$ cat src/design/wpl_pkg.sv
// Shared types and constants for the wheel power limiter.
`default_nettype none

package wpl_pkg;

    localparam int WHEELS    = 4;
    localparam int SPD_W     = 16;
    localparam int BUDGET_W  = 22;
    localparam int GAIN_W    = 16;
    localparam int FRAC_W    = 16;
    localparam int RATIO_W   = FRAC_W + 1;
    localparam int SCALE_W   = 12;
    localparam int BM_W      = BUDGET_W + SCALE_W;
    localparam int BUDGET_SH = 10;
    localparam int LO_W      = 18;
    localparam int ACC_W     = 52;
    localparam int DIV_W     = 48;
    localparam int PROD_W    = SPD_W + 1 + RATIO_W;

    localparam logic [GAIN_W-1:0]  GAIN_RESET   = 16'd256;
    // 3200000 = 3125 << 10
    localparam logic [SCALE_W-1:0] BUDGET_SCALE = 12'd3125;
    localparam logic [RATIO_W-1:0] RATIO_ONE    = 17'h10000;

    typedef logic [WHEELS-1:0][SPD_W-1:0] speed_vec_t;

    // One wheel set after classification, waiting for the divide and scale.
    typedef struct packed {
        speed_vec_t       target;
        logic [DIV_W-1:0] rem;
        logic [DIV_W-1:0] den;
        logic             div_en;
        logic             ratio_one;
        logic             limited;
    } job_t;

    typedef struct packed {
        logic full;
        logic empty;
    } q_status_t;

endpackage

`default_nettype wire

$ cat src/design/wpl_queue.sv
// Short request queue between the front and back pipelines.
`default_nettype none

module wpl_queue #(
    parameter int DEPTH = 4
) (
    input  logic               aclk,
    input  logic               aresetn,
    input  logic               push,
    input  wpl_pkg::job_t      push_job,
    input  logic               pop,
    output wpl_pkg::job_t      head,
    output wpl_pkg::q_status_t status
);
    import wpl_pkg::*;

    localparam int PTR_W = $clog2(DEPTH);
    localparam int CNT_W = $clog2(DEPTH + 1);

    job_t             slot_reg [DEPTH];
    logic [PTR_W-1:0] wr_ptr_reg;
    logic [PTR_W-1:0] rd_ptr_reg;
    logic [CNT_W-1:0] count_reg;
    logic             do_push;
    logic             do_pop;

    assign status.full  = (count_reg == CNT_W'(DEPTH));
    assign status.empty = (count_reg == '0);
    assign do_push      = push && !status.full;
    assign do_pop       = pop && !status.empty;
    assign head         = slot_reg[rd_ptr_reg];

    always_ff @(posedge aclk) begin
        if (!aresetn) begin
            wr_ptr_reg <= '0;
            rd_ptr_reg <= '0;
            count_reg  <= '0;
        end else begin
            if (do_push) begin
                wr_ptr_reg <= (wr_ptr_reg == PTR_W'(DEPTH - 1)) ? '0 : wr_ptr_reg + 1'b1;
            end
            if (do_pop) begin
                rd_ptr_reg <= (rd_ptr_reg == PTR_W'(DEPTH - 1)) ? '0 : rd_ptr_reg + 1'b1;
            end
            if (do_push && !do_pop) begin
                count_reg <= count_reg + 1'b1;
            end else if (do_pop && !do_push) begin
                count_reg <= count_reg - 1'b1;
            end
        end
    end

    always_ff @(posedge aclk) begin
        if (do_push) begin
            slot_reg[wr_ptr_reg] <= push_job;
        end
    end

endmodule

`default_nettype wire

$ cat config.mk
export PLATFORM = sky130hd
export DESIGN_NAME = wpl_queue
export DESIGN_NICKNAME = d
export VERILOG_FILES = /design/src/design/wpl_pkg.sv /design/src/design/wpl_queue.sv
export SDC_FILE = /design/constraint.sdc
export NUM_CORES = 1
export LEC_CHECK = 0
export BUFFER_PORTS_ARGS = -buffer_cell sky130_fd_sc_hd__buf_2
export CAP_MARGIN = 20
export CORE_AREA = 2 2 212 214
export DETAILED_ROUTE_END_ITERATION = 8
export DIE_AREA = 0 0 214 216
export HOLD_SLACK_MARGIN = 0.02
export PLACE_DENSITY_LB_ADDON = 0.3
export SYNTH_ARGS = -nofsm -noshare
export SYNTH_HDL_FRONTEND = slang
export SYNTH_SLANG_ARGS = --single-unit
$ cat constraint.sdc
create_clock -name aclk -period 7.35 [get_ports aclk]
set_input_delay 0.735 -clock aclk [delete_from_list [all_inputs] [get_ports aclk]]
set_output_delay 0.735 -clock aclk [all_outputs]
set_load 0.005 [all_outputs]
==> impl_metrics.env <==
export IMPL_status="finished, final reports clean"
export IMPL_fillers=2918
export IMPL_r2r_start="count_reg[0]"
export IMPL_post_cts_buffers=0
export IMPL_synthDistinctLibCells=25
export IMPL_synth_most_common_cell="edfxtp_1"
export IMPL_grt_pass1_wl_um=67000
export IMPL_antenna_found_initial=12
export IMPL_path_clk_slew_ns=0.06
export IMPL_synth_edf_count=652
export IMPL_end_kind="output port"
export IMPL_fmax_mhz=261
export IMPL_seq_area_frac_synth_pct=82.5
export IMPL_min_from="push_job[146]"
export IMPL_period_share_pct=52.1
export IMPL_cp_start_kind="register"
export IMPL_hold_buffers=0
export IMPL_drc=0
export IMPL_synth_commonest_cells="edfxtp_1, mux4_2, buf_2"
export IMPL_power_density_mw_per_mm2=346
export IMPL_slew_violations=0
export IMPL_setup_viol=0
export IMPL_synth_area_mm2=0.0240
export IMPL_chipHeight_um=216
export IMPL_final_util_pct=64.5
export IMPL_htreeDepth=3
export IMPL_synth_top_area_share_pct=81.7
export IMPL_async_flop_share_pct=0
export IMPL_ctsRootBufferMaster="clkbuf_16"
export IMPL_grt_setup_unrepaired="no"
export IMPL_holdPathStages=1
export IMPL_place_hpwl_um=25300
export IMPL_cts_resized=0
export IMPL_cap_violations=0
export IMPL_viasPerCell=5.61
export IMPL_finalWirelength_um=44300
export IMPL_power_leakage_uw=0.00940
export IMPL_hold_class="input pin to register"
export IMPL_max_vdd_ir_drop_mv=0.229
export IMPL_vias=10700
export IMPL_required_ns=6.61
export IMPL_wire_per_inst_um=23.2
export IMPL_drive_above_1_share_pct=45.1
export IMPL_fp_dieW_um=214
export IMPL_insertion_delay_ns=0.57
export IMPL_dieArea_mm2=0.0462
export IMPL_yosys_area_top_type="edfxtp_1"
export IMPL_syn_instance_count=902
export IMPL_criticalPathCategory="register to output port"
export IMPL_synth_nets=1076
export IMPL_clock_skew_ns=0.0127
export IMPL_io_buffers=331
export IMPL_grt_max_degree=146
export IMPL_drtAntennaViolNets=0
export IMPL_largest_reg_flops=652
export IMPL_cts_buffer_depth=3
export IMPL_place_gp_congestion=0.719
export IMPL_setup_tns_ns=0
export IMPL_critPathArrivalTime_ns=3.09
export IMPL_ys_warn_count=0
export IMPL_drt_iter0_markers=740
export IMPL_gr_total_overflow=0
export IMPL_timing_rr_end="slot_reg[0][75]"
export IMPL_hold_viol_final=0
export IMPL_cts_buffers=66
export IMPL_grt_util_all_layers_pct=19.3
export IMPL_avgSynthCellArea_um2=26.6
export IMPL_grt_pass1_vias=11300
export IMPL_register_area_mm2=0.0198
export IMPL_syn_to_final_growth_pct=18.1
export IMPL_multiInputGateArea_mm2=0.00396
export IMPL_worstHoldEndpoint="slot_reg[0][146]"
export IMPL_num_rows=77
export IMPL_fp_coreArea_mm2=0.0438
export IMPL_nets=1447
export IMPL_timing_final_crit_period_ns=3.83
export IMPL_ys_ff_latch=661
export IMPL_io_pin_count=332
export IMPL_synth_area_leaders="edfxtp_1, mux4_2, dfxtp_1"
export IMPL_initial_core_util_pct=54.7
export IMPL_ys_flop_type="edfxtp_1"
export IMPL_worst_path_max_fanout=98
export IMPL_cts_tree="yes"
export IMPL_dr_pass1_iters=5
export IMPL_rrSetupSlack_ns=4.21
export IMPL_clkSinkCount=661
export IMPL_max_slew_margin_pct=35.5
export IMPL_tightest_slew_ns=0.968
export IMPL_r2r_cells=4
-- metal layers --
metal	GRT usage [%]	share of wire, %	wire (µm)
met4	6.41	2.0	907
met3	6.41	8.4	3740
met1	25.8	40	17800
met2	30.4	49	21700
met5	0	0.30	133
-- critical path: stages (launching register included) --
cell and delay [ns]:
dfxtp_4 0.92, buf_12 0.66, mux4_2 0.60, buf_2 0.15
-- per-stage QoR --
stage	power [µW]	area [µm²]	std cells	setup slack [ns]	hold slack [ns]
final	9780	28300	1912	3.52	0.372
after global routing	10200	28300	1909	3.22	0.346
after CTS	9930	28300	1908	3.38	0.334
after detailed placement	6770	26200	1797	3.87	0.519
after global placement	6730	26200	1797	3.88	0.487
after floorplan	6020	24000	902	1.96	0.468
-- how the worst max path moves through the flow --
| stage | startpoint | endpoint | slack, ns | cells past startpoint |
|---|---|---|---|---|
| 2_1_floorplan | push | slot_reg[0][0] | 1.96 | 3 |
| 3_3_place_gp | push | slot_reg[0][82] | 3.88 | 4 |
| 3_5_place_dp | push | slot_reg[0][82] | 3.87 | 4 |
| 4_1_cts | register | head[134] | 3.38 | 3 |
| 5_1_grt | register | head[36] | 3.22 | 3 |
| 6_report | register | head[37] | 3.52 | 3 |
-- cells by family after synthesis --
| logic type | synth area share, % |
|---|---|
| buf+inv | 1.05 |
| simple gates | 0.428 |
| flops | 82.5 |
| xor+xnor | 0.0731 |
| fa+ha+maj | 0.397 |
| compound gates | 0.125 |
| mux | 15.4 |
-- cell usage in the layout (no fill, tap or decap), drive strengths merged, types with 2 or more instances in the layout --
master  netlist  layout
and2          5       5
buf          33     341
bufinv        0       3
clkbuf        5      85
clkinv        0      21
dfxtp         9       9
diode         0       4
edfxtp      652     652
ha            6       6
inv           3       4
mux2i         3       3
mux4        163     163
nand2         6       6
nand3         2       2
nor2          2       2
nor2b         2       2
o21ai         3       3
-- power breakdown --
group          switching [µW]  total (µW)  internal [µW]
clock                    1290        3150           1860
sequential                167        4760           4590
combinational             906        1870            964
-- layout make-up --
type	instances	share of cell area [%]
Inverter	3	0.0398
Antenna cell	4	0.0354
Timing Repair Buffer	341	6.25
Sequential cell	661	69.9
Multi-Input combinational cell	200	14.0
Tap cell	592	2.62
Clock buffer	85	6.50
Clock inverter	26	0.686
Note: power is estimated with default switching activity, not from simulation.
